$ cat src/design/stt_pkg.sv
// Shared types, codes and constants of the source text tokenizer.
package stt_pkg;

  // Width of the position counters as built; they saturate at all ones.
  localparam int POSITION_BITS = 16;
  localparam int POS_W         = (POSITION_BITS < 16) ? POSITION_BITS : 16;

  // Result queue between the scanner and the token channel.
  localparam int RESULT_DEPTH = 4;
  localparam int PTR_W        = $clog2(RESULT_DEPTH);
  localparam int CNT_W        = $clog2(RESULT_DEPTH + 1);

  localparam logic [7:0] CH_UNDERSCORE = 8'h5F;
  localparam logic [7:0] CH_GT         = 8'h3E;
  localparam logic [7:0] CH_EQ         = 8'h3D;
  localparam logic [7:0] CH_STAR       = 8'h2A;

  typedef enum logic [4:0] {
    TK_END        = 5'd0,
    TK_NUMBER     = 5'd1,
    TK_IDENT      = 5'd2,
    TK_STRING     = 5'd3,
    TK_PLUS       = 5'd4,
    TK_MINUS      = 5'd5,
    TK_STAR       = 5'd6,
    TK_SLASH      = 5'd7,
    TK_LPAREN     = 5'd8,
    TK_RPAREN     = 5'd9,
    TK_LBRACE     = 5'd10,
    TK_RBRACE     = 5'd11,
    TK_SEMI       = 5'd12,
    TK_COMMA      = 5'd13,
    TK_COLON      = 5'd14,
    TK_DOT        = 5'd15,
    TK_ASSIGN     = 5'd16,
    TK_LT         = 5'd17,
    TK_GT         = 5'd18,
    TK_BANG       = 5'd19,
    TK_PIPE       = 5'd20,
    TK_AMP        = 5'd21,
    TK_ARROW      = 5'd22,
    TK_PIPE_ARROW = 5'd23,
    TK_EQ         = 5'd24,
    TK_NE         = 5'd25,
    TK_LE         = 5'd26,
    TK_GE         = 5'd27,
    TK_ERROR      = 5'd28
  } token_kind_t;

  typedef enum logic [1:0] {
    ERR_NONE        = 2'd0,
    ERR_OPEN_STRING = 2'd1,
    ERR_BAD_CHAR    = 2'd2
  } error_code_t;

  typedef struct packed {
    token_kind_t kind;
    logic [15:0] length;
    logic [15:0] line;
    logic [15:0] column;
    error_code_t error;
    logic [7:0]  bad;
    logic        last;
  } stt_token_t;

  // Tokens produced by one accepted item, in order, towards the result queue.
  typedef struct packed {
    logic [1:0] count;
    stt_token_t slot0;
    stt_token_t slot1;
  } stt_push_t;

endpackage

$ cat src/design/stt_byte_if.sv
// Valid/ready channel that carries source text bytes and the end marker.
interface stt_byte_if;
  logic       valid;
  logic       ready;
  logic [7:0] text_byte;
  logic       end_of_text;

  modport source(output valid, output text_byte, output end_of_text, input ready);
  modport sink(input valid, input text_byte, input end_of_text, output ready);
endinterface

$ cat src/design/stt_token_if.sv
// Valid/ready channel that carries result tokens.
interface stt_token_if;
  logic        valid;
  logic        ready;
  logic [4:0]  token_kind;
  logic [15:0] token_length;
  logic [15:0] end_line;
  logic [15:0] end_column;
  logic [1:0]  error_code;
  logic [7:0]  bad_byte;
  logic        last_of_run;

  modport source(output valid, output token_kind, output token_length, output end_line,
                 output end_column, output error_code, output bad_byte,
                 output last_of_run, input ready);
  modport sink(input valid, input token_kind, input token_length, input end_line,
               input end_column, input error_code, input bad_byte,
               input last_of_run, output ready);
endinterface

$ cat src/design/stt_scanner.sv
// Scanner state, position counters and single-pass token decision per byte.
module stt_scanner import stt_pkg::*; (
  input  logic       clk,
  input  logic       rst,
  input  logic       take,
  input  logic [7:0] text_byte,
  input  logic       end_of_text,
  output stt_push_t  push
);

  localparam logic [7:0] CH_TAB    = 8'h09;
  localparam logic [7:0] CH_LF     = 8'h0A;
  localparam logic [7:0] CH_CR     = 8'h0D;
  localparam logic [7:0] CH_SPACE  = 8'h20;
  localparam logic [7:0] CH_BANG   = 8'h21;
  localparam logic [7:0] CH_DQ     = 8'h22;
  localparam logic [7:0] CH_AMP    = 8'h26;
  localparam logic [7:0] CH_LPAREN = 8'h28;
  localparam logic [7:0] CH_RPAREN = 8'h29;
  localparam logic [7:0] CH_PLUS   = 8'h2B;
  localparam logic [7:0] CH_COMMA  = 8'h2C;
  localparam logic [7:0] CH_MINUS  = 8'h2D;
  localparam logic [7:0] CH_DOT    = 8'h2E;
  localparam logic [7:0] CH_SLASH  = 8'h2F;
  localparam logic [7:0] CH_COLON  = 8'h3A;
  localparam logic [7:0] CH_SEMI   = 8'h3B;
  localparam logic [7:0] CH_LT     = 8'h3C;
  localparam logic [7:0] CH_BSL    = 8'h5C;
  localparam logic [7:0] CH_LBRACE = 8'h7B;
  localparam logic [7:0] CH_PIPE   = 8'h7C;
  localparam logic [7:0] CH_RBRACE = 8'h7D;

  typedef enum logic [15:0] {
    MODE_IDLE   = 16'h0001,
    MODE_NUM    = 16'h0002,
    MODE_IDENT  = 16'h0004,
    MODE_STR    = 16'h0008,
    MODE_STRESC = 16'h0010,
    MODE_SLASH  = 16'h0020,
    MODE_LCOM   = 16'h0040,
    MODE_BCOM   = 16'h0080,
    MODE_BSTAR  = 16'h0100,
    MODE_MINUS  = 16'h0200,
    MODE_EQ     = 16'h0400,
    MODE_LT     = 16'h0800,
    MODE_GT     = 16'h1000,
    MODE_BANG   = 16'h2000,
    MODE_PIPE   = 16'h4000,
    MODE_PIPEEQ = 16'h8000
  } scan_mode_t;

  function automatic stt_token_t make_tok(token_kind_t kind, logic [15:0] len,
                                          logic [POS_W-1:0] ln, logic [POS_W-1:0] cl,
                                          error_code_t err, logic [7:0] bad);
    stt_token_t t;
    t.kind   = kind;
    t.length = len;
    t.line   = 16'(ln);
    t.column = 16'(cl);
    t.error  = err;
    t.bad    = bad;
    t.last   = 1'b0;
    return t;
  endfunction

  scan_mode_t       mode, mode_next;
  logic [15:0]      plen, plen_next, grown;
  logic [POS_W-1:0] line, line_next, col, col_next, adv_line, adv_col;

  logic is_digit, is_alpha, is_ident;

  // flush of the held token
  logic        fl_valid;
  token_kind_t fl_kind;
  logic [15:0] fl_len;
  error_code_t fl_err;

  // start of a new token
  scan_mode_t  st_mode;
  logic [15:0] st_plen, st_len;
  logic        st_emit;
  token_kind_t st_kind;
  error_code_t st_err;
  logic [7:0]  st_bad;

  logic       restart;
  logic       a_v, b_v;
  stt_token_t a_tok, b_tok;
  logic [1:0] cnt;

  assign is_digit = (text_byte >= 8'h30) && (text_byte <= 8'h39);
  assign is_alpha = ((text_byte >= 8'h41) && (text_byte <= 8'h5A)) ||
                    ((text_byte >= 8'h61) && (text_byte <= 8'h7A));
  assign is_ident = is_alpha || is_digit || (text_byte == CH_UNDERSCORE);

  // Position after consuming the byte, saturating.
  always_comb begin
    if (text_byte == CH_LF) begin
      adv_line = (line == '1) ? line : line + POS_W'(1);
      adv_col  = POS_W'(1);
    end else begin
      adv_line = line;
      adv_col  = (col == '1) ? col : col + POS_W'(1);
    end
  end

  assign grown = (plen == 16'hFFFF) ? plen : plen + 16'd1;

  always_comb begin
    fl_valid = 1'b1;
    fl_kind  = TK_END;
    fl_len   = 16'd1;
    fl_err   = ERR_NONE;
    unique case (mode)
      MODE_NUM:    begin fl_kind = TK_NUMBER; fl_len = plen; end
      MODE_IDENT:  begin fl_kind = TK_IDENT;  fl_len = plen; end
      MODE_STR, MODE_STRESC: begin
        fl_kind = TK_ERROR;
        fl_len  = 16'd0;
        fl_err  = ERR_OPEN_STRING;
      end
      MODE_SLASH:  fl_kind = TK_SLASH;
      MODE_MINUS:  fl_kind = TK_MINUS;
      MODE_EQ:     fl_kind = TK_ASSIGN;
      MODE_LT:     fl_kind = TK_LT;
      MODE_GT:     fl_kind = TK_GT;
      MODE_BANG:   fl_kind = TK_BANG;
      MODE_PIPE:   fl_kind = TK_PIPE;
      MODE_PIPEEQ: begin fl_kind = TK_PIPE; fl_len = 16'd2; end
      default:     fl_valid = 1'b0;
    endcase
  end

  always_comb begin
    st_mode = MODE_IDLE;
    st_plen = 16'd1;
    st_len  = 16'd1;
    st_emit = 1'b0;
    st_kind = TK_END;
    st_err  = ERR_NONE;
    st_bad  = 8'd0;
    unique case (text_byte)
      CH_SPACE, CH_TAB, CH_LF, CH_CR: st_plen = 16'd0;
      CH_DQ:     st_mode = MODE_STR;
      CH_SLASH:  st_mode = MODE_SLASH;
      CH_MINUS:  st_mode = MODE_MINUS;
      CH_EQ:     st_mode = MODE_EQ;
      CH_LT:     st_mode = MODE_LT;
      CH_GT:     st_mode = MODE_GT;
      CH_BANG:   st_mode = MODE_BANG;
      CH_PIPE:   st_mode = MODE_PIPE;
      CH_PLUS:   begin st_plen = 16'd0; st_emit = 1'b1; st_kind = TK_PLUS;   end
      CH_STAR:   begin st_plen = 16'd0; st_emit = 1'b1; st_kind = TK_STAR;   end
      CH_LPAREN: begin st_plen = 16'd0; st_emit = 1'b1; st_kind = TK_LPAREN; end
      CH_RPAREN: begin st_plen = 16'd0; st_emit = 1'b1; st_kind = TK_RPAREN; end
      CH_LBRACE: begin st_plen = 16'd0; st_emit = 1'b1; st_kind = TK_LBRACE; end
      CH_RBRACE: begin st_plen = 16'd0; st_emit = 1'b1; st_kind = TK_RBRACE; end
      CH_SEMI:   begin st_plen = 16'd0; st_emit = 1'b1; st_kind = TK_SEMI;   end
      CH_COMMA:  begin st_plen = 16'd0; st_emit = 1'b1; st_kind = TK_COMMA;  end
      CH_COLON:  begin st_plen = 16'd0; st_emit = 1'b1; st_kind = TK_COLON;  end
      CH_DOT:    begin st_plen = 16'd0; st_emit = 1'b1; st_kind = TK_DOT;    end
      CH_AMP:    begin st_plen = 16'd0; st_emit = 1'b1; st_kind = TK_AMP;    end
      default: begin
        if (is_digit) begin
          st_mode = MODE_NUM;
        end else if (is_alpha || (text_byte == CH_UNDERSCORE)) begin
          st_mode = MODE_IDENT;
        end else begin
          st_plen = 16'd0;
          st_len  = 16'd0;
          st_emit = 1'b1;
          st_kind = TK_ERROR;
          st_err  = ERR_BAD_CHAR;
          st_bad  = text_byte;
        end
      end
    endcase
  end

  always_comb begin
    mode_next = mode;
    plen_next = plen;
    line_next = line;
    col_next  = col;
    restart   = 1'b0;
    a_v       = 1'b0;
    b_v       = 1'b0;
    a_tok     = make_tok(fl_kind, fl_len, line, col, fl_err, 8'd0);
    b_tok     = make_tok(TK_END, 16'd0, line, col, ERR_NONE, 8'd0);
    if (end_of_text) begin
      a_v       = fl_valid;
      b_v       = 1'b1;
      mode_next = MODE_IDLE;
      plen_next = 16'd0;
    end else begin
      unique case (mode)
        MODE_NUM: begin
          if (is_digit) begin
            line_next = adv_line; col_next = adv_col; plen_next = grown;
          end else begin
            restart = 1'b1;
          end
        end
        MODE_IDENT: begin
          if (is_ident) begin
            line_next = adv_line; col_next = adv_col; plen_next = grown;
          end else begin
            restart = 1'b1;
          end
        end
        MODE_STR: begin
          line_next = adv_line; col_next = adv_col; plen_next = grown;
          if (text_byte == CH_DQ) begin
            a_v       = 1'b1;
            a_tok     = make_tok(TK_STRING, grown, adv_line, adv_col, ERR_NONE, 8'd0);
            mode_next = MODE_IDLE;
            plen_next = 16'd0;
          end else if (text_byte == CH_BSL) begin
            mode_next = MODE_STRESC;
          end
        end
        MODE_STRESC: begin
          line_next = adv_line; col_next = adv_col; plen_next = grown;
          mode_next = MODE_STR;
        end
        MODE_LCOM: begin
          line_next = adv_line; col_next = adv_col;
          if (text_byte == CH_LF) mode_next = MODE_IDLE;
        end
        MODE_BCOM: begin
          line_next = adv_line; col_next = adv_col;
          if (text_byte == CH_STAR) mode_next = MODE_BSTAR;
        end
        MODE_BSTAR: begin
          line_next = adv_line; col_next = adv_col;
          if (text_byte == CH_SLASH) mode_next = MODE_IDLE;
          else if (text_byte != CH_STAR) mode_next = MODE_BCOM;
        end
        MODE_SLASH: begin
          if (text_byte == CH_SLASH || text_byte == CH_STAR) begin
            line_next = adv_line; col_next = adv_col; plen_next = 16'd0;
            mode_next = (text_byte == CH_SLASH) ? MODE_LCOM : MODE_BCOM;
          end else begin
            restart = 1'b1;
          end
        end
        MODE_PIPE: begin
          if (text_byte == CH_EQ) begin
            line_next = adv_line; col_next = adv_col; plen_next = 16'd2;
            mode_next = MODE_PIPEEQ;
          end else begin
            restart = 1'b1;
          end
        end
        MODE_MINUS, MODE_EQ, MODE_BANG, MODE_LT, MODE_GT, MODE_PIPEEQ: begin
          if (((mode == MODE_MINUS) || (mode == MODE_PIPEEQ)) ?
              (text_byte == CH_GT) : (text_byte == CH_EQ)) begin
            line_next = adv_line; col_next = adv_col;
            mode_next = MODE_IDLE;
            plen_next = 16'd0;
            a_v       = 1'b1;
            unique case (mode)
              MODE_MINUS: a_tok = make_tok(TK_ARROW, 16'd2, adv_line, adv_col,
                                           ERR_NONE, 8'd0);
              MODE_EQ:    a_tok = make_tok(TK_EQ, 16'd2, adv_line, adv_col,
                                           ERR_NONE, 8'd0);
              MODE_BANG:  a_tok = make_tok(TK_NE, 16'd2, adv_line, adv_col,
                                           ERR_NONE, 8'd0);
              MODE_LT:    a_tok = make_tok(TK_LE, 16'd2, adv_line, adv_col,
                                           ERR_NONE, 8'd0);
              MODE_GT:    a_tok = make_tok(TK_GE, 16'd2, adv_line, adv_col,
                                           ERR_NONE, 8'd0);
              default:    a_tok = make_tok(TK_PIPE_ARROW, 16'd3, adv_line, adv_col,
                                           ERR_NONE, 8'd0);
            endcase
          end else begin
            restart = 1'b1;
          end
        end
        default: restart = 1'b1;
      endcase
      if (restart) begin
        a_v       = fl_valid;
        a_tok     = make_tok(fl_kind, fl_len, line, col, fl_err, 8'd0);
        line_next = adv_line;
        col_next  = adv_col;
        mode_next = st_mode;
        plen_next = st_plen;
        b_v       = st_emit;
        b_tok     = make_tok(st_kind, st_len, adv_line, adv_col, st_err, st_bad);
      end
    end
  end

  // Pack the produced tokens to the front and mark the last of the run.
  always_comb begin
    cnt        = 2'({1'b0, a_v} + {1'b0, b_v});
    push.slot0 = a_v ? a_tok : b_tok;
    push.slot1 = b_tok;
    push.slot0.last = (cnt == 2'd1);
    push.slot1.last = 1'b1;
    push.count = take ? cnt : 2'd0;
  end

  always_ff @(posedge clk) begin
    if (rst) begin
      mode <= MODE_IDLE;
      plen <= 16'd0;
      line <= POS_W'(1);
      col  <= POS_W'(1);
    end else if (take) begin
      mode <= mode_next;
      plen <= plen_next;
      line <= line_next;
      col  <= col_next;
    end
  end

  a_end_flushes: assert property (@(posedge clk) disable iff (rst)
    take && end_of_text |=> (mode == MODE_IDLE) && (plen == 16'd0))
    else $error("scanner not idle after end marker");

  a_end_emits: assert property (@(posedge clk) disable iff (rst)
    take && end_of_text |-> (push.count != 2'd0) &&
      ((push.count == 2'd1) ? (push.slot0.kind == TK_END) : (push.slot1.kind == TK_END)))
    else $error("end marker did not produce an end token last");

  a_comment_no_length: assert property (@(posedge clk) disable iff (rst)
    (mode == MODE_LCOM) || (mode == MODE_BCOM) || (mode == MODE_BSTAR) |-> plen == 16'd0)
    else $error("pending length held inside a comment");

endmodule

$ cat src/design/stt_result_fifo.sv
// Four-entry result queue: takes up to two tokens a cycle, delivers one while the sink is ready.
module stt_result_fifo import stt_pkg::*; (
  input  logic      clk,
  input  logic      rst,
  input  stt_push_t push,
  output logic      room,
  stt_token_if.source tokens
);

  stt_token_t       entry [RESULT_DEPTH];
  logic [PTR_W-1:0] wr_ptr, rd_ptr;
  logic [CNT_W-1:0] count;
  logic             pop;
  stt_token_t       head;

  assign pop  = tokens.valid && tokens.ready;
  assign room = count <= CNT_W'(RESULT_DEPTH - 2);
  assign head = entry[rd_ptr];

  assign tokens.valid        = count != '0;
  assign tokens.token_kind   = head.kind;
  assign tokens.token_length = head.length;
  assign tokens.end_line     = head.line;
  assign tokens.end_column   = head.column;
  assign tokens.error_code   = head.error;
  assign tokens.bad_byte     = head.bad;
  assign tokens.last_of_run  = head.last;

  always_ff @(posedge clk) begin
    if (push.count != 2'd0) entry[wr_ptr] <= push.slot0;
    if (push.count == 2'd2) entry[wr_ptr + PTR_W'(1)] <= push.slot1;
  end

  always_ff @(posedge clk) begin
    if (rst) begin
      wr_ptr <= '0;
      rd_ptr <= '0;
      count  <= '0;
    end else begin
      wr_ptr <= wr_ptr + PTR_W'(push.count);
      if (pop) rd_ptr <= rd_ptr + PTR_W'(1);
      count  <= count + CNT_W'(push.count) - CNT_W'(pop);
    end
  end

  a_no_overflow: assert property (@(posedge clk) disable iff (rst)
    push.count != 2'd0 |-> (count + CNT_W'(push.count)) <= CNT_W'(RESULT_DEPTH))
    else $error("result queue overrun");

  a_count_bound: assert property (@(posedge clk) disable iff (rst)
    count <= CNT_W'(RESULT_DEPTH))
    else $error("result queue count out of range");

endmodule

$ cat src/design/source_text_tokenizer_core.sv
// Top level of the source text tokenizer: byte channel in, token channel out.
// Source text arrives as one byte per transfer, and a transfer with end_of_text
// set closes the text: the token still held is flushed and an end token follows.
// Blanks and comments are skipped; each byte yields zero, one or two tokens, the
// last of them marked with last_of_run. A token reports its kind, its length in
// bytes (quotes included, saturating at 65535) and the line and column just
// after its last byte; token text is not returned. Rate: one byte is taken every
// clock while the four-entry result queue holds two tokens or fewer; tokens
// leave one per clock while the sink is ready, so with a ready sink the
// sustained byte rate is one per clock whenever the text yields at most one
// token per byte on average. A token is queued at the transfer of the byte
// that ends it; the scanner decides each byte in one pass of logic from its
// mode register. After the end token the scanner is idle, the position
// counters are kept and further bytes are scanned as more text.
module source_text_tokenizer_core import stt_pkg::*; (
  input  logic clk,
  input  logic rst,
  stt_byte_if.sink    bytes,
  stt_token_if.source tokens
);

  logic      room;
  logic      take;
  stt_push_t push;

  // Take a byte only while the queue can hold the two tokens it may produce.
  assign bytes.ready = room;
  assign take        = bytes.valid && room;

  stt_scanner u_scanner (
    .clk         (clk),
    .rst         (rst),
    .take        (take),
    .text_byte   (bytes.text_byte),
    .end_of_text (bytes.end_of_text),
    .push        (push)
  );

  // Hold results here so a stalled token sink does not stop the next transfer.
  stt_result_fifo u_result_fifo (
    .clk    (clk),
    .rst    (rst),
    .push   (push),
    .room   (room),
    .tokens (tokens)
  );

endmodule
$ cat src/flat_wrapper.sv
// flat-port wrapper written by rule: the top's interface ports become plain ports
module source_text_tokenizer_core_flat import stt_pkg::*;
  (clk, rst, bytes_valid, bytes_text_byte, bytes_end_of_text, bytes_ready, tokens_valid, tokens_token_kind, tokens_token_length, tokens_end_line, tokens_end_column, tokens_error_code, tokens_bad_byte, tokens_last_of_run, tokens_ready);
  stt_byte_if bytes_i ();
  stt_token_if tokens_i ();
  input  logic clk;
  input  logic rst;
  input wire logic [$bits(bytes_i.valid)-1:0] bytes_valid;
  input wire logic [$bits(bytes_i.text_byte)-1:0] bytes_text_byte;
  input wire logic [$bits(bytes_i.end_of_text)-1:0] bytes_end_of_text;
  output wire logic [$bits(bytes_i.ready)-1:0] bytes_ready;
  output wire logic [$bits(tokens_i.valid)-1:0] tokens_valid;
  output wire logic [$bits(tokens_i.token_kind)-1:0] tokens_token_kind;
  output wire logic [$bits(tokens_i.token_length)-1:0] tokens_token_length;
  output wire logic [$bits(tokens_i.end_line)-1:0] tokens_end_line;
  output wire logic [$bits(tokens_i.end_column)-1:0] tokens_end_column;
  output wire logic [$bits(tokens_i.error_code)-1:0] tokens_error_code;
  output wire logic [$bits(tokens_i.bad_byte)-1:0] tokens_bad_byte;
  output wire logic [$bits(tokens_i.last_of_run)-1:0] tokens_last_of_run;
  input wire logic [$bits(tokens_i.ready)-1:0] tokens_ready;
  assign bytes_i.valid = bytes_valid;
  assign bytes_i.text_byte = bytes_text_byte;
  assign bytes_i.end_of_text = bytes_end_of_text;
  assign bytes_ready = bytes_i.ready;
  assign tokens_valid = tokens_i.valid;
  assign tokens_token_kind = tokens_i.token_kind;
  assign tokens_token_length = tokens_i.token_length;
  assign tokens_end_line = tokens_i.end_line;
  assign tokens_end_column = tokens_i.end_column;
  assign tokens_error_code = tokens_i.error_code;
  assign tokens_bad_byte = tokens_i.bad_byte;
  assign tokens_last_of_run = tokens_i.last_of_run;
  assign tokens_i.ready = tokens_ready;
  source_text_tokenizer_core u_core (.clk(clk), .rst(rst), .bytes(bytes_i), .tokens(tokens_i));
endmodule
$ cat config.mk
export PLATFORM = sky130hd
export DESIGN_NAME = source_text_tokenizer_core_flat
export DESIGN_NICKNAME = d
export VERILOG_FILES = /design/src/design/stt_pkg.sv /design/src/design/stt_byte_if.sv /design/src/design/stt_token_if.sv /design/src/design/stt_scanner.sv /design/src/design/stt_result_fifo.sv /design/src/design/source_text_tokenizer_core.sv /design/src/flat_wrapper.sv
export SDC_FILE = /design/constraint.sdc
export NUM_CORES = 1
export LEC_CHECK = 0
export ABC_CLOCK_PERIOD_IN_PS = 9400
export BUFFER_PORTS_ARGS = -buffer_cell sky130_fd_sc_hd__buf_4
export CAP_MARGIN = 40
export CORE_UTILIZATION = 30
export DETAILED_ROUTE_END_ITERATION = 8
export SYNTH_ARGS = -nofsm -noshare
export SYNTH_HDL_FRONTEND = slang
export SYNTH_SLANG_ARGS = --single-unit
$ cat constraint.sdc
create_clock -name clk -period 9.4 [get_ports clk]
set_input_delay 0.94 -clock clk [delete_from_list [all_inputs] [get_ports clk]]
set_output_delay 0.94 -clock clk [all_outputs]
set_load 0.05 [all_outputs]
# After elaboration in Yosys (flattened, before gate mapping)
# Memories as Yosys holds them, arrays and structs flattened. A register that Yosys moved wholly into a read port is not among the register bits.
# Cells that the tools add are included.
[totals]
memories = 1
reg_bits = 71
out_inout_bits = 66
inputBits = 13
mem_bits_rw = 256
elab_cells = 210
[memory_table]
columns = ["memory", "words", "width", "rd", "rd_ports_with_merged_regs", "write_ports", "line", "source"]
rows = [
  ["u_core.u_result_fifo.entry", 4, 64, 1, 1, 2, "stt_result_fifo.sv:10", "stt_token_t entry [RESULT_DEPTH];"],
]
[classes]
mux = 95
bitwise_logic = 1
n_eq_ne = 60
n_lt_le_gt_ge = 7
reduce_logical = 30
n_addsub = 9
[op_table]
columns = ["cell", "count"]
rows = [
  ["$mux 16", 36],
  ["$mux 64", 7],
  ["$pmux 63 s5", 1],
  ["$pmux 16 s6", 2],
  ["$eq 8x6->1 const B", 17],
  ["$pmux 15 s9", 1],
  ["$pmux 16 s8", 1],
  ["$pmux 64 s2", 1],
  ["$pmux 16 s7", 1],
  ["$eq 16x16->1 const B", 4],
  ["$pmux 5 s12", 1],
  ["$pmux 5 s10", 1],
  ["$add 16x1->16 const B", 3],
  ["$pmux 16 s3", 1],
  ["$eq 8x7->1 const B", 5],
  ["$mux 8", 4],
  ["$ne 4x4->1 const B", 7],
  ["$eq 8x4->1 const B", 3],
  ["$mux 1", 24],
  ["$reduce_or 12->1", 2],
  ["$reduce_or 23->1", 1],
  ["$eq 16x10->1 const B", 1],
  ["$eq 16x11->1 const B", 1],
  ["$eq 16x12->1 const B", 1],
  ["48 further kinds", 76],
]

# Depth between registers and ports, before layout
# Gate-level depths: netlist of the first run.
[depth]
depth_word = 15
ltp_mapped = 23
mapped_depth_nobuf = 16

# Hierarchy
# Synthesis of the first run repeated with hierarchy kept, for this count alone.
[unflattened]
cells_unflattened = 1654
area_unflattened_um2 = 19337.3
[modules_own_cells]
columns = ["mod", "area_each_um2", "n_inst", "seq_area_each_um2", "cells_per_inst"]
rows = [
  ["stt_result_fifo", 12901.1, 1, 7867.5, 668],
  ["stt_scanner", 6429.9, 1, 1281.2, 985],
  ["source_text_tokenizer_core", 6.3, 1, 0.0, 1],
]

# Worst setup path after synthesis of the first run
# OpenSTA, ideal clock, no wires.
[synth_timing]
path_kind = "input-to-reg"
from = "input bytes_text_byte[0]"
to = "memory u_core.u_result_fifo.entry[1][62] in the netlist's numbering (data pin)"
setup_ns = 0.163
n_path_buf = 6
required_ns = 9.237
setup_slack_ns = 2.897
t_arrival_ns = 6.341
stages = 21
cell_sequence = "clkbuf_1 nor2b_1 and3_1 a21bo_2 o2bb2ai_2 a41o_1 buf_4 or3_1 buf_4 nand2_8 inv_2 buf_6 ha_1 clkbuf_1 nand2b_1 nor4_1 nor2_1 clkbuf_1 inv_1 nand2_1 o22ai_1"
[synth_lines]
columns = ["element", "line", "source"]
rows = [
  ["start, declared", "flat_wrapper.sv:9", "input wire logic [$bits(bytes_i.text_byte)-1:0] bytes_text_byte;"],
  ["end, declared", "stt_result_fifo.sv:10", ""],
]

==> results of run 1 <==
power breakdown:
part	leakage, nW	total (mW)	switching (mW)	internal (mW)
clock network	0.632	1.53	0.604	0.929
logic	3.08	1.36	0.933	0.423
registers	2.94	1.72	0.0855	1.63
total	6.65	4.61	1.62	2.98
logic make-up (layout without fill, tap and decap cells):
kind of cell               Yosys count  after routing  share of synthesized area (%)
and+or+nand+nor                    669            669                           19.2
adders and majority gates            8              8                          0.588
buffers and inverters              163            197                           3.81
xor gates and xnor gates            33             33                           1.62
AOI/OAI and AO/OA                  495            495                           18.9
muxes                               73             73                           8.59
DFF                                329            329                           47.3
worst register-to-register path, cell delays in order, from the launching register on:
cell and delay [ns]:
dfxtp_1 0.41, nor4_4 0.64, nand2_4 0.15, or3_1 0.62
a41o_1 0.44, or3_1 0.59, nand2_8 0.20, inv_2 0.18
ha_1 0.47, nand2b_1 0.25, nor3_1 0.49, nor2_2 0.08
inv_2 0.53, nand2_1 0.65, o311ai_1 0.45
worst paths after layout:
path | startpoint | to | slack, ns
setup / recovery | u_core.u_scanner.mode[15] | u_core.u_result_fifo.entry[3][31] | 3.05
hold / removal | u_core.u_result_fifo.entry[3][47] | u_core.u_result_fifo.entry[3][47] | 0.45
setup reg to reg | u_core.u_scanner.mode[15] | u_core.u_result_fifo.entry[3][31] | 3.05
hold reg to reg | u_core.u_result_fifo.entry[3][47] | u_core.u_result_fifo.entry[3][47] | 0.45
routing by layer:
layer	up-vias	part of all wire (%)	wire length [um]
met5	-	0	0
met4	0	3.4	1940
met3	132	7.4	4190
met2	654	47	26800
met1	7291	42	24100
li1	6759	-	-
through the flow:
| stage | hold slack [ns] | total power [mW] | utilization, % | instances |
|---|---|---|---|---|
| after global routing | 0.477 | 4.77 | 34.7 | 2577 |
| after floorplan | 0.420 | 2.67 | - | 1770 |
| final | 0.454 | 4.61 | 34.7 | 2577 |
| after detailed placement | 0.442 | 3.12 | 32.5 | 2510 |
| after CTS | 0.455 | 4.65 | 34.7 | 2577 |
| after global placement | 0.431 | 3.11 | 32.3 | 2502 |
cells in the final DEF, fill, tap and decap left out, types with 15 or more instances in the layout:
cell       count
a21oi_1      107
a22o_1        66
a311oi_1      19
and2_1        41
and3_1        23
buf_4        104
clkbuf_16     41
dfxtp_1      139
edfxtp_1     188
mux4_2        64
nand2_1      209
nand3_1       54
nand4_1       19
nor2_1       134
nor3_1        57
o21ai_0      125
o22ai_1       40
o31ai_1       15
or3_1         22
xnor2_1       15
xor2_1        18
flip-flops by register name (all words and copies together) (netlist names), named ones only:
signal / flops
u_core.u_result_fifo.rd_ptr: 2
u_core.u_scanner.col: 16
u_core.u_scanner.mode: 16
u_core.u_scanner.line: 16
u_core.u_result_fifo.wr_ptr: 2
u_core.u_result_fifo.count: 3
u_core.u_scanner.plen: 16
u_core.u_result_fifo.entry: 256
cell type report:
type	count	area [um2]	share of cell area (%)
multi-input combinational	1278	8760	42.9
sequential	329	8480	41.5
clock buffer	49	1090	5.32
tap	773	967	4.74
timing repair buffer	111	855	4.18
clock inverter	18	210	1.03
inverter	19	71.3	0.349
==> results.tsv, run 1 <==
stage	metric	value	unit
status	status	complete, no violations	
sta	hold_viol	0	
power	p_leak	6.65	nW
setup_path	r2r_cells	14	
worst_hold_path	hold_path.class	flop to flop	
layout	area_growth	14.2	%
clock_network	htreeDepth	2	
clock_network	cts_tree	yes	
grt	grt_pass1_wl	86900	um
sta	tns	0	ns
sta	finClkSkew	0.0206	ns
setup_path	path_depth	14	
synth	netlist_area	17900	um2
placement	dp_slack	2.85	ns
sta	layout_setup_ws	3.05	ns
power	peakVddDrop	0.000111	V
sta	worst_pin_slew	1.03	ns
clock_network	cts_resized	0	
route	ant_nets	0	
synth	ys_seq_area_share	47.3	%
setup_path	cp_data_required_time	9.75	ns
grt	grt_pass1_vias	14300	
sta	fin_crit	6.35	ns
synth	synth_most_common_cell	nand2_1	
synth	yosysTopAreaCell	edfxtp_1	
route	dr.pass1.iters	6	
sta	rsz0062_at_grt	no	
synth	ys_ff_latch	329	
route	num_vias	14800	
grt	top_usage_layer	met2	
synth	synth_fp_nets	1790	
synth	yosysTopAreaCellShare	31.6	%
setup_path	slowest_delay	0.65	ns
power	power_per_cell_area	226	nW/um2
synth	ys_warn_count	0	
synth	synth_cell_types	102	
setup_path	crit_chain	nor4_4, nand2_4, or3_1, a41o_1, or3_1, nand2_8, inv_2, ha_1, nand2b_1, nor3_1, nor2_2, inv_2, nand2_1, o311ai_1	
setup_path	critPathSlowestCell	nand2_1	
grt	grt_max_degree	73	
synth	syn_area_per_cell	10.1	um2
grt	use_met2	30.2	%
die	row_count	89	
placement	io_buffers	78	
setup_path	start_kind	flop	
layout	layout-drive-gt1-share	17.4	%
sta	relSlewSlack	31.2	%
grt	grt_antenna_before_repair	0	
clock_network	worst_skew_pair.late_latency	0.55	ns
clock_network	clock-sinks	329	
layout	finalInstanceArea	20400	um2
route	drt_wl_total	57000	um
setup_path	cp_num_buf_inv	2	
grt	gr-total-overflow	0	
setup_path	path_max_fanout	27	
synth	synth-edff-count	188	
setup_path	worstSetupEndpointType	flop	
synth	synthFlopType	edfxtp_1	
layout	n_fill_cell	5817	
die	core	58900	um2
die	dieArea	60600	um2
job	drv_cap	0	
sta	fmax	158	MHz
setup_path	worstPathArrival	6.70	ns
placement	dp_hpwl	38100	um
route	drc	0	
synth	synth_cells	1770	
sta	drv_slew	0	
clock_network	clk_pin_slew	0.06	ns
die	ios	79	
die	initial_core_util	30.4	%
clock_network	cts_made_buffers	37	
sta	setup_violations	0	
setup_path	cpLargestDelayFamily	simple AND/OR/NAND/NOR gates	
placement	place_congestion	0.913	
clock_network	clockBufferDepth	3	
sta	final.period_utilization	67.5	%
grt	globalRouteMet1Util	24.5	%
synth	async_flop_share	0	%
die	die_x	246	um
grt	use_met3	2.89	%
layout	finalNetCount	1796	
layout	n_antenna_cell	0	
grt	grtUsageTotal	18.6	%
clock_network	cts_hold_buf	0	
clock_network	post_cts_buffers	0	
route	drt_iter0_markers	1575	
clock_network	clock-root-buffer	clkbuf_16	
synth	synthTopCellsByArea	edfxtp_1 (32%), dfxtp_1 (16%), mux4_2 (8.1%)	
synth	synth_commonest_cells	nand2_1 (209), edfxtp_1 (188), dfxtp_1 (141), nor2_1 (138), o21ai_0 (125)	
placement	place_area	19100	um2
die	die_y	246	um
route	viasPerCell	5.76	
setup_path	path_class	flop to flop	
worst_hold_path	whs_path_depth	2	
route	post_drt_wl_per_cell	22.1	um
No activity file was read; power rests on OpenSTA's default activity.
==> run 2: changes to the inputs <==
ABC_AREA = 1   (was default)
ABC_CLOCK_PERIOD_IN_PS = 6000   (was 9400)
clock period = 6 ns   (was 9.4 ns; I/O delays follow)
==> run 2 against run 1 <==
Net effect: synthesized cell count rose by 66%; core utilization fell by 0.26 points; power grew 84%; sequential share of layout area fell by 4.3 points; die area is 13% higher; area after synthesis increased by 13%; routed wire length increased by 16%; fmax is 29% higher; critical path depth grew 7; first-iteration DRC count shrank 2.9%; combinational power up 140%; flip-flop and latch count stayed put; largest power group is now combinational cells; highest routed layer is now met5.
==> results.tsv, run 2 <==
stage	metric	value	unit	change
layout	largest_reg_flops	256		unchanged
route	ant_nets	0		unchanged
sta	worst_pin_slew	0.854	ns	was 1.03 ns
placement	io_buffers	78		unchanged
setup_path	critPathMostFrequentCell	nor2_1		
layout	layout-drive-gt1-share	10.3	%	was 17.4%
layout	regArea	8470	um2	was 8480 um2
route	viasPerCell	5.07		was 5.76
synth	netlist_area	20200	um2	was 17900 um2
grt	grt_pass1_wl	103000	um	was 86900 um
synth	synthTopCellsByArea	edfxtp_1 (28%), nand2_1 (19%), dfxtp_1 (14%)		was edfxtp_1 (32%), dfxtp_1 (16%), mux4_2 (8.1%)
setup_path	cp_num_buf_inv	4		was 2
layout	n_fill_cell	7098		was 5817
placement	dp_hpwl	42900	um	was 38100 um
route	drt_wl_total	66200	um	was 57000 um
setup_path	rrSetupSlack	1.07	ns	was 3.05 ns
die	ios	79		unchanged
route	num_vias	19400		was 14800
clock_network	clockBufferDepth	3		unchanged
sta	tns	0	ns	unchanged
setup_path	crit_chain	nor2_1, nand2_2, nor2_4, nand2_1, nand2_1, inv_1, nand3_2, nor2_1, nand3_2, nand2_8, nor2_8, o21ai_2, nand2_2, ha_1, inv_1, nor2_1, nor2_1, nor2_4, nor2_1, inv_2, buf_4		was nor4_4, nand2_4, or3_1, a41o_1, or3_1, nand2_8, inv_2, ha_1, nand2b_1, nor3_1, nor2_2, inv_2, nand2_1, o311ai_1
clock_network	clock-sinks	329		unchanged
synth	synth_cells	2938		was 1770
setup_path	cpLargestDelayFamily	simple AND/OR/NAND/NOR gates		unchanged
power	peakVddDrop	0.000182	V	was 0.000111 V
synth	synth-edff-count	188		unchanged
die	die_y	262	um	was 246 um
sta	finClkSkew	0.0319	ns	was 0.0206 ns
synth	synth_fp_nets	2958		was 1790
setup_path	worstSetupEndpointType	flop		unchanged
worst_hold_path	min_to	u_core.u_result_fifo.entry[0][1]		was u_core.u_result_fifo.entry[3][47]
synth	synth_cell_types	50		was 102
synth	ys_seq_area_share	41.9	%	was 47.3%
clock_network	cts_made_buffers	37		unchanged
setup_path	slowest_delay	0.57	ns	was 0.65 ns
status	status	complete, no violations		unchanged
setup_path	worstPathArrival	5.14	ns	was 6.70 ns
sta	final.period_utilization	82.1	%	was 67.5%
setup_path	path_max_fanout	28		was 27
synth	yosysTopAreaCellShare	27.9	%	was 31.6%
clock_network	cts_hold_buf	0		unchanged
clock_network	clk_pin_slew	0.06	ns	about the same
synth	ys_ff_latch	329		unchanged
grt	grt_pass1_vias	18000		was 14300
job	drv_cap	0		unchanged
sta	fin_crit	4.93	ns	was 6.35 ns
route	drt_iter0_markers	1529		was 1575
sta	relSlewSlack	43.0	%	was 31.2%
route	post_drt_wl_per_cell	17.3	um	was 22.1 um
synth	async_flop_share	0	%	unchanged
layout	area_growth	12.6	%	was 14.2%
die	die_x	262	um	was 246 um
clock_network	cts_tree	yes		unchanged
power	power_per_cell_area	373	nW/um2	was 226 nW/um2
synth	yosysTopAreaCell	edfxtp_1		unchanged
synth	ys_warn_count	0		unchanged
clock_network	worst_skew_pair.late_latency	0.58	ns	was 0.55 ns
layout	top_register	u_core.u_result_fifo.entry		unchanged
setup_path	start_kind	flop		unchanged
power	p_leak	9.74	nW	was 6.65 nW
layout	mostFrequentLayoutCells	nand2_1 (1029), nor2_1 (353), nand3_1 (286), o21ai_0 (244), edfxtp_1 (188)		was nand2_1 (209), edfxtp_1 (188), dfxtp_1 (139), nor2_1 (134), o21ai_0 (125)
sta	setup_violations	0		unchanged
die	core	66200	um2	was 58900 um2
route	dr.pass1.iters	8		was 6
setup_path	path_class	flop to flop		unchanged
placement	place_congestion	0.924		was 0.913
clock_network	clock-root-buffer	clkbuf_16		unchanged
placement	dpl.cell_count	3747		was 2510
sta	drv_slew	0		unchanged
layout	layout_commonest_cell	nand2_1		unchanged
grt	grt_antenna_before_repair	2		was 0
setup_path	regToRegStartpoint	u_core.u_scanner.mode[12]		was u_core.u_scanner.mode[15]
setup_path	r2r_cells	21		was 14
setup_path	critPathSlowestCell	inv_2		was nand2_1
layout	n_antenna_cell	0		unchanged
layout	finalNetCount	2942		was 1796
sta	hold_viol	0		unchanged
die	row_count	94		was 89
worst_hold_path	hold_path.class	input pin to flop		was flop to flop
layout	fin_util	34.4	%	was 34.7%
layout	finalNonFillerCells	3815		was 2577
clock_network	post_cts_buffers	0		unchanged
synth	synthFlopType	edfxtp_1		unchanged
synth	synth_most_common_cell	nand2_1		unchanged
sta	rsz0062_at_grt	no		unchanged
synth	synth_commonest_cells	nand2_1 (1030), nor2_1 (359), nand3_1 (286), o21ai_0 (244), edfxtp_1 (188)		was nand2_1 (209), edfxtp_1 (188), dfxtp_1 (141), nor2_1 (138), o21ai_0 (125)
sta	fmax	203	MHz	was 158 MHz
worst_hold_path	hold_path.startpoint	bytes_text_byte[0]		was u_core.u_result_fifo.entry[3][47]
grt	grtUsageTotal	19.2	%	was 18.6%
synth	syn_area_per_cell	6.89	um2	was 10.1 um2
setup_path	rr_endpoint	u_core.u_result_fifo.entry[2][29]		was u_core.u_result_fifo.entry[3][31]
clock_network	htreeDepth	2		unchanged
worst_hold_path	whs_path_depth	3		was 2
die	initial_core_util	30.6	%	was 30.4%
setup_path	cp_data_required_time	6.22	ns	was 9.75 ns
grt	gr-total-overflow	0		unchanged
route	drc	0		unchanged
clock_network	cts_resized	0		unchanged
grt	grt_max_degree	80		was 73
die	dieArea	68500	um2	was 60600 um2
layout	multi_input_area	10300	um2	was 8760 um2
-- run 2: cell types whose count changed in the layout (fill, tap and decap cells not counted), moves of 44 or more --
cell     change
nand3_1    +232
a22o_1      -66
inv_1      +152
mux4_2      -64
a21oi_1     -44
nand2_1    +820
o21ai_0    +119
nor2_1     +219
-- run 2: worst min-delay path, cell delays in order --
cell,delay (ns)
buf_4,0.12
inv_2,0.08
nor2_1,0.10
-- run 2: metrics by stage --
stage          hold WS (ns)  power [mW]  worst slack [ns]  instance area, um2
6_report              0.442        8.49              1.07               22800
5_1_grt               0.441        8.88             0.752               22800
4_1_cts               0.424        8.53              1.06               22800
3_5_place_dp          0.434        6.14             0.747               21500
3_3_place_gp          0.432        6.11             0.844               21500
2_1_floorplan         0.421        5.13              1.36               20200
-- run 2: cell type report --
| cell class | instances | share of cell area [%] |
|---|---|---|
| Clock buffer | 47 | 4.50 |
| Sequential cell | 329 | 37.2 |
| Timing Repair Buffer | 115 | 4.07 |
| Inverter | 187 | 3.09 |
| Multi-Input combinational cell | 2252 | 45.3 |
| Tap cell | 864 | 4.74 |
| Clock inverter | 21 | 1.05 |
-- run 2: report_power, final --
group	internal [mW]	leakage (nW)	total (mW)	switching, mW
combinational	0.792	6.28	3.22	2.42
clock	1.40	0.620	2.39	0.999
sequential	2.69	2.84	2.88	0.194
total	4.87	9.74	8.49	3.62
-- run 2: cells by family after synthesis --
group	after synthesis	share of synthesized area (%)
buffers and inverters	357	7.40
multiplexers	1	0.0556
AO/OA/AOI/OAI	424	11.7
AND/OR/NAND/NOR	1793	37.3
XOR/XNOR	27	1.17
flip-flops	329	41.9
adder cells (fa/ha/maj)	7	0.470
-- run 2: worst max-delay path by stage --
stage                     slack (ns)                 startpoint                                 to  depth (start not counted)
final                           1.07  u_core.u_scanner.mode[12]  u_core.u_result_fifo.entry[2][29]                         21
after global routing            0.75  u_core.u_scanner.mode[12]  u_core.u_result_fifo.entry[2][30]                         21
after CTS                       1.06  u_core.u_scanner.mode[12]  u_core.u_result_fifo.entry[2][30]                         20
after detailed placement        0.75         bytes_text_byte[7]  u_core.u_result_fifo.entry[2][21]                         22
after global placement          0.84         bytes_text_byte[7]  u_core.u_result_fifo.entry[2][22]                         22
after floorplan                 1.36         bytes_text_byte[7]   u_core.u_result_fifo.entry[1][1]                         22
-- run 2: metal layers --
metal,track usage (%),up-vias,wire length [um]
met1,26.2,8920,29600
met2,31.0,733,30100
met5,0,-,18
met3,2.98,101,4950
li1,-,9595,-
met4,5.89,4,1540
==> run 3: changes to the inputs <==
ABC_CLOCK_PERIOD_IN_PS = 4100   (was 6000)
clock period = 4.1 ns   (was 6 ns; I/O delays follow)
==> run 3 against run 2 <==
Net effect: final area is 2.2% higher; die area unchanged; routed wire length rose by 1.5%; register-to-register slack got worse by 0.80 ns.
==> results.tsv, run 3 (synthesis results as in run 2) <==
stage	metric	value	unit	change
setup_path	regToRegStartpoint	u_core.u_scanner.mode[4]		was u_core.u_scanner.mode[12]
grt	grt_pass1_vias	18000		about the same
placement	dp_hpwl	43900	um	was 42900 um
route	num_vias	19500		was 19400
layout	fin_util	35.2	%	was 34.4%
clock_network	clockBufferDepth	3		unchanged
route	viasPerCell	5.06		was 5.07
layout	finalNonFillerCells	3853		was 3815
die	initial_core_util	30.6	%	unchanged
sta	finClkSkew	0.0233	ns	was 0.0319 ns
clock_network	clock-root-buffer	clkbuf_16		unchanged
setup_path	path_class	flop to flop		unchanged
sta	tns	0	ns	unchanged
grt	grt_pass1_wl	104000	um	was 103000 um
sta	fmax	262	MHz	was 203 MHz
power	power_per_cell_area	544	nW/um2	was 373 nW/um2
layout	area_growth	15.1	%	was 12.6%
setup_path	path_max_fanout	10		was 28
worst_hold_path	whs_path_depth	4		was 3
route	drt_wl_total	67200	um	was 66200 um
layout	n_antenna_cell	0		unchanged
sta	relSlewSlack	38.7	%	was 43.0%
die	die_y	262	um	unchanged
layout	layout_commonest_cell	nand2_1		unchanged
sta	fin_crit	3.82	ns	was 4.93 ns
route	post_drt_wl_per_cell	17.4	um	was 17.3 um
setup_path	r2r_cells	24		was 21
power	p_leak	9.94	nW	was 9.74 nW
sta	worst_pin_slew	0.913	ns	was 0.854 ns
die	row_count	94		unchanged
die	core	66200	um2	unchanged
sta	hold_ws	0.203	ns	was 0.442 ns
route	dr.pass1.iters	6		was 8
placement	place_congestion	0.945		was 0.924
grt	use_met3	3.40	%	was 2.98%
setup_path	rr_endpoint	u_core.u_result_fifo.entry[1][7]		was u_core.u_result_fifo.entry[2][29]
placement	io_buffers	78		unchanged
route	drc	0		unchanged
clock_network	cts_hold_buf	0		unchanged
clock_network	clk_pin_slew	0.06	ns	about the same
clock_network	clock-sinks	329		unchanged
sta	drv_slew	0		unchanged
clock_network	worst_skew_pair.late_latency	0.57	ns	was 0.58 ns
setup_path	worstSetupEndpointType	flop		unchanged
setup_path	worstSetupStartpoint	u_core.u_scanner.mode[4]		was u_core.u_scanner.mode[12]
route	ant_nets	0		unchanged
setup_path	slowest_delay	0.38	ns	was 0.57 ns
setup_path	critPathMostFrequentCell	nor2_2		was nor2_1
sta	final.period_utilization	93.2	%	was 82.1%
sta	setup_violations	0		unchanged
grt	globalRouteMet1Util	26.2	%	about the same
grt	grtUsageTotal	19.4	%	was 19.2%
setup_path	rrSetupSlack	0.28	ns	was 1.07 ns
clock_network	htreeDepth	2		unchanged
worst_hold_path	hold_path.class	input pin to flop		unchanged
grt	grt_antenna_before_repair	1		was 2
grt	use_met2	31.5	%	was 31.0%
grt	top_usage_layer	met2		unchanged
sta	rsz0062_at_grt	no		unchanged
setup_path	start_kind	flop		unchanged
layout	largest_reg_flops	256		unchanged
grt	grt_max_degree	65		was 80
layout	mostFrequentLayoutCells	nand2_1 (1028), nor2_1 (346), nand3_1 (286), o21ai_0 (244), edfxtp_1 (188)		was nand2_1 (1029), nor2_1 (353), nand3_1 (286), o21ai_0 (244), edfxtp_1 (188)
grt	gr-total-overflow	0		unchanged
die	die_x	262	um	unchanged
job	drv_cap	0		unchanged
die	ios	79		unchanged
layout	top_register	u_core.u_result_fifo.entry		unchanged
setup_path	cp_data_required_time	4.40	ns	was 6.22 ns
setup_path	crit_chain	nor2_2, nand2_4, nor2_8, buf_12, nand2_1, a21oi_1, nor2_1, nand3_1, inv_1, nand3_2, nand2_8, nor2_8, o21ai_2, nand2_2, ha_1, inv_1, nor2_2, nor2_4, nor3_2, nor2_2, clkinvlp_4, buf_4, nand3_4, nor2_1		was nor2_1, nand2_2, nor2_4, nand2_1, nand2_1, inv_1, nand3_2, nor2_1, nand3_2, nand2_8, nor2_8, o21ai_2, nand2_2, ha_1, inv_1, nor2_1, nor2_1, nor2_4, nor2_1, inv_2, buf_4
status	status	complete, no violations		unchanged
sta	hold_viol	0		unchanged
route	drt_iter0_markers	1839		was 1529
clock_network	cts_tree	yes		unchanged
placement	dpl.cell_count	3782		was 3747
layout	layout-drive-gt1-share	11.8	%	was 10.3%
setup_path	critPathSlowestCell	dfxtp_1		was inv_2
power	peakVddDrop	0.000278	V	was 0.000182 V
setup_path	crit_path_end	u_core.u_result_fifo.entry[1][7]		was u_core.u_result_fifo.entry[2][29]
die	dieArea	68500	um2	unchanged
layout	finalNetCount	2981		was 2942
setup_path	worstPathArrival	4.13	ns	was 5.14 ns
clock_network	cts_made_buffers	37		unchanged
-- run 3: cell count changes in the layout (fill, tap and decap cells not counted), moves of 3 or more --
cell / before / now
buf_12: 3 / 15
buf_4: 110 / 139
clkinv_2: 6 / 9
clkinvlp_4: 1 / 8
inv_2: 19 / 15
nand3_2: 8 / 5
nand3_4: 5 / 8
nor2_1: 353 / 346
nor2_2: 10 / 15
-- run 3: area by class of cell --
class,count,area [um2]
multi-input combinational,2252,10400
timing repair buffer,154,1340
sequential,329,8470
clock buffer,43,990
tap,864,1080
clock inverter,24,303
fill,6974,42900
inverter,187,719
-- run 3: where the power goes --
part / switching [mW] / internal (mW) / leakage, nW / total (mW)
Clock: 1.47 / 2.13 / 0.628 / 3.59
Sequential: 0.253 / 3.93 / 2.84 / 4.19
Combinational: 3.63 / 1.27 / 6.48 / 4.90
Total: 5.35 / 7.32 / 9.94 / 12.7
-- run 3: stage by stage --
step                power [mW]  setup WS, ns  area, um2
floorplan                 7.51        0.0229      20300
global placement          9.08         0.200      21900
detailed placement        9.10         0.112      21900
CTS                       12.7         0.125      23200
global route              13.3        0.0333      23300
finish                    12.7         0.277      23300
-- run 3: worst min path at each step --
stage          slack (ns)                           endpoint                         startpoint
2_1_floorplan        0.42  u_core.u_result_fifo.entry[1][44]  u_core.u_result_fifo.entry[1][44]
3_3_place_gp         0.43  u_core.u_result_fifo.entry[1][51]  u_core.u_result_fifo.entry[1][51]
3_5_place_dp         0.43  u_core.u_result_fifo.entry[1][56]  u_core.u_result_fifo.entry[1][56]
4_1_cts              0.18                               flop                       tokens_ready
5_1_grt              0.23                               flop                       tokens_ready
6_report             0.20                               flop                       tokens_ready
-- run 3: layer usage --
| metal | up-vias | share of wire [%] |
|---|---|---|
| li1 | 9671 | - |
| met1 | 9063 | 45 |
| met2 | 655 | 46 |
| met3 | 91 | 7.2 |
| met4 | 2 | 2.4 |
| met5 | - | 0.018 |
-- run 3: worst max-delay path, delay by kind of cell (launching register included) --
family | cells | cell delay, ns
AO/OA/AOI/OAI | 2 | 0.12
adder cells (fa/ha/maj) | 1 | 0.33
buffers and inverters | 5 | 0.77
AND/OR/NAND/NOR | 16 | 1.94
flip-flops | 1 | 0.38
-- run 3: repair_timing --
| item | CTS | global route |
|---|---|---|
| buffers inserted | 0 | 4 |
| endpoints found under the setup margin | 0 | 270 |
| gates resized for setup | 0 | 3 |
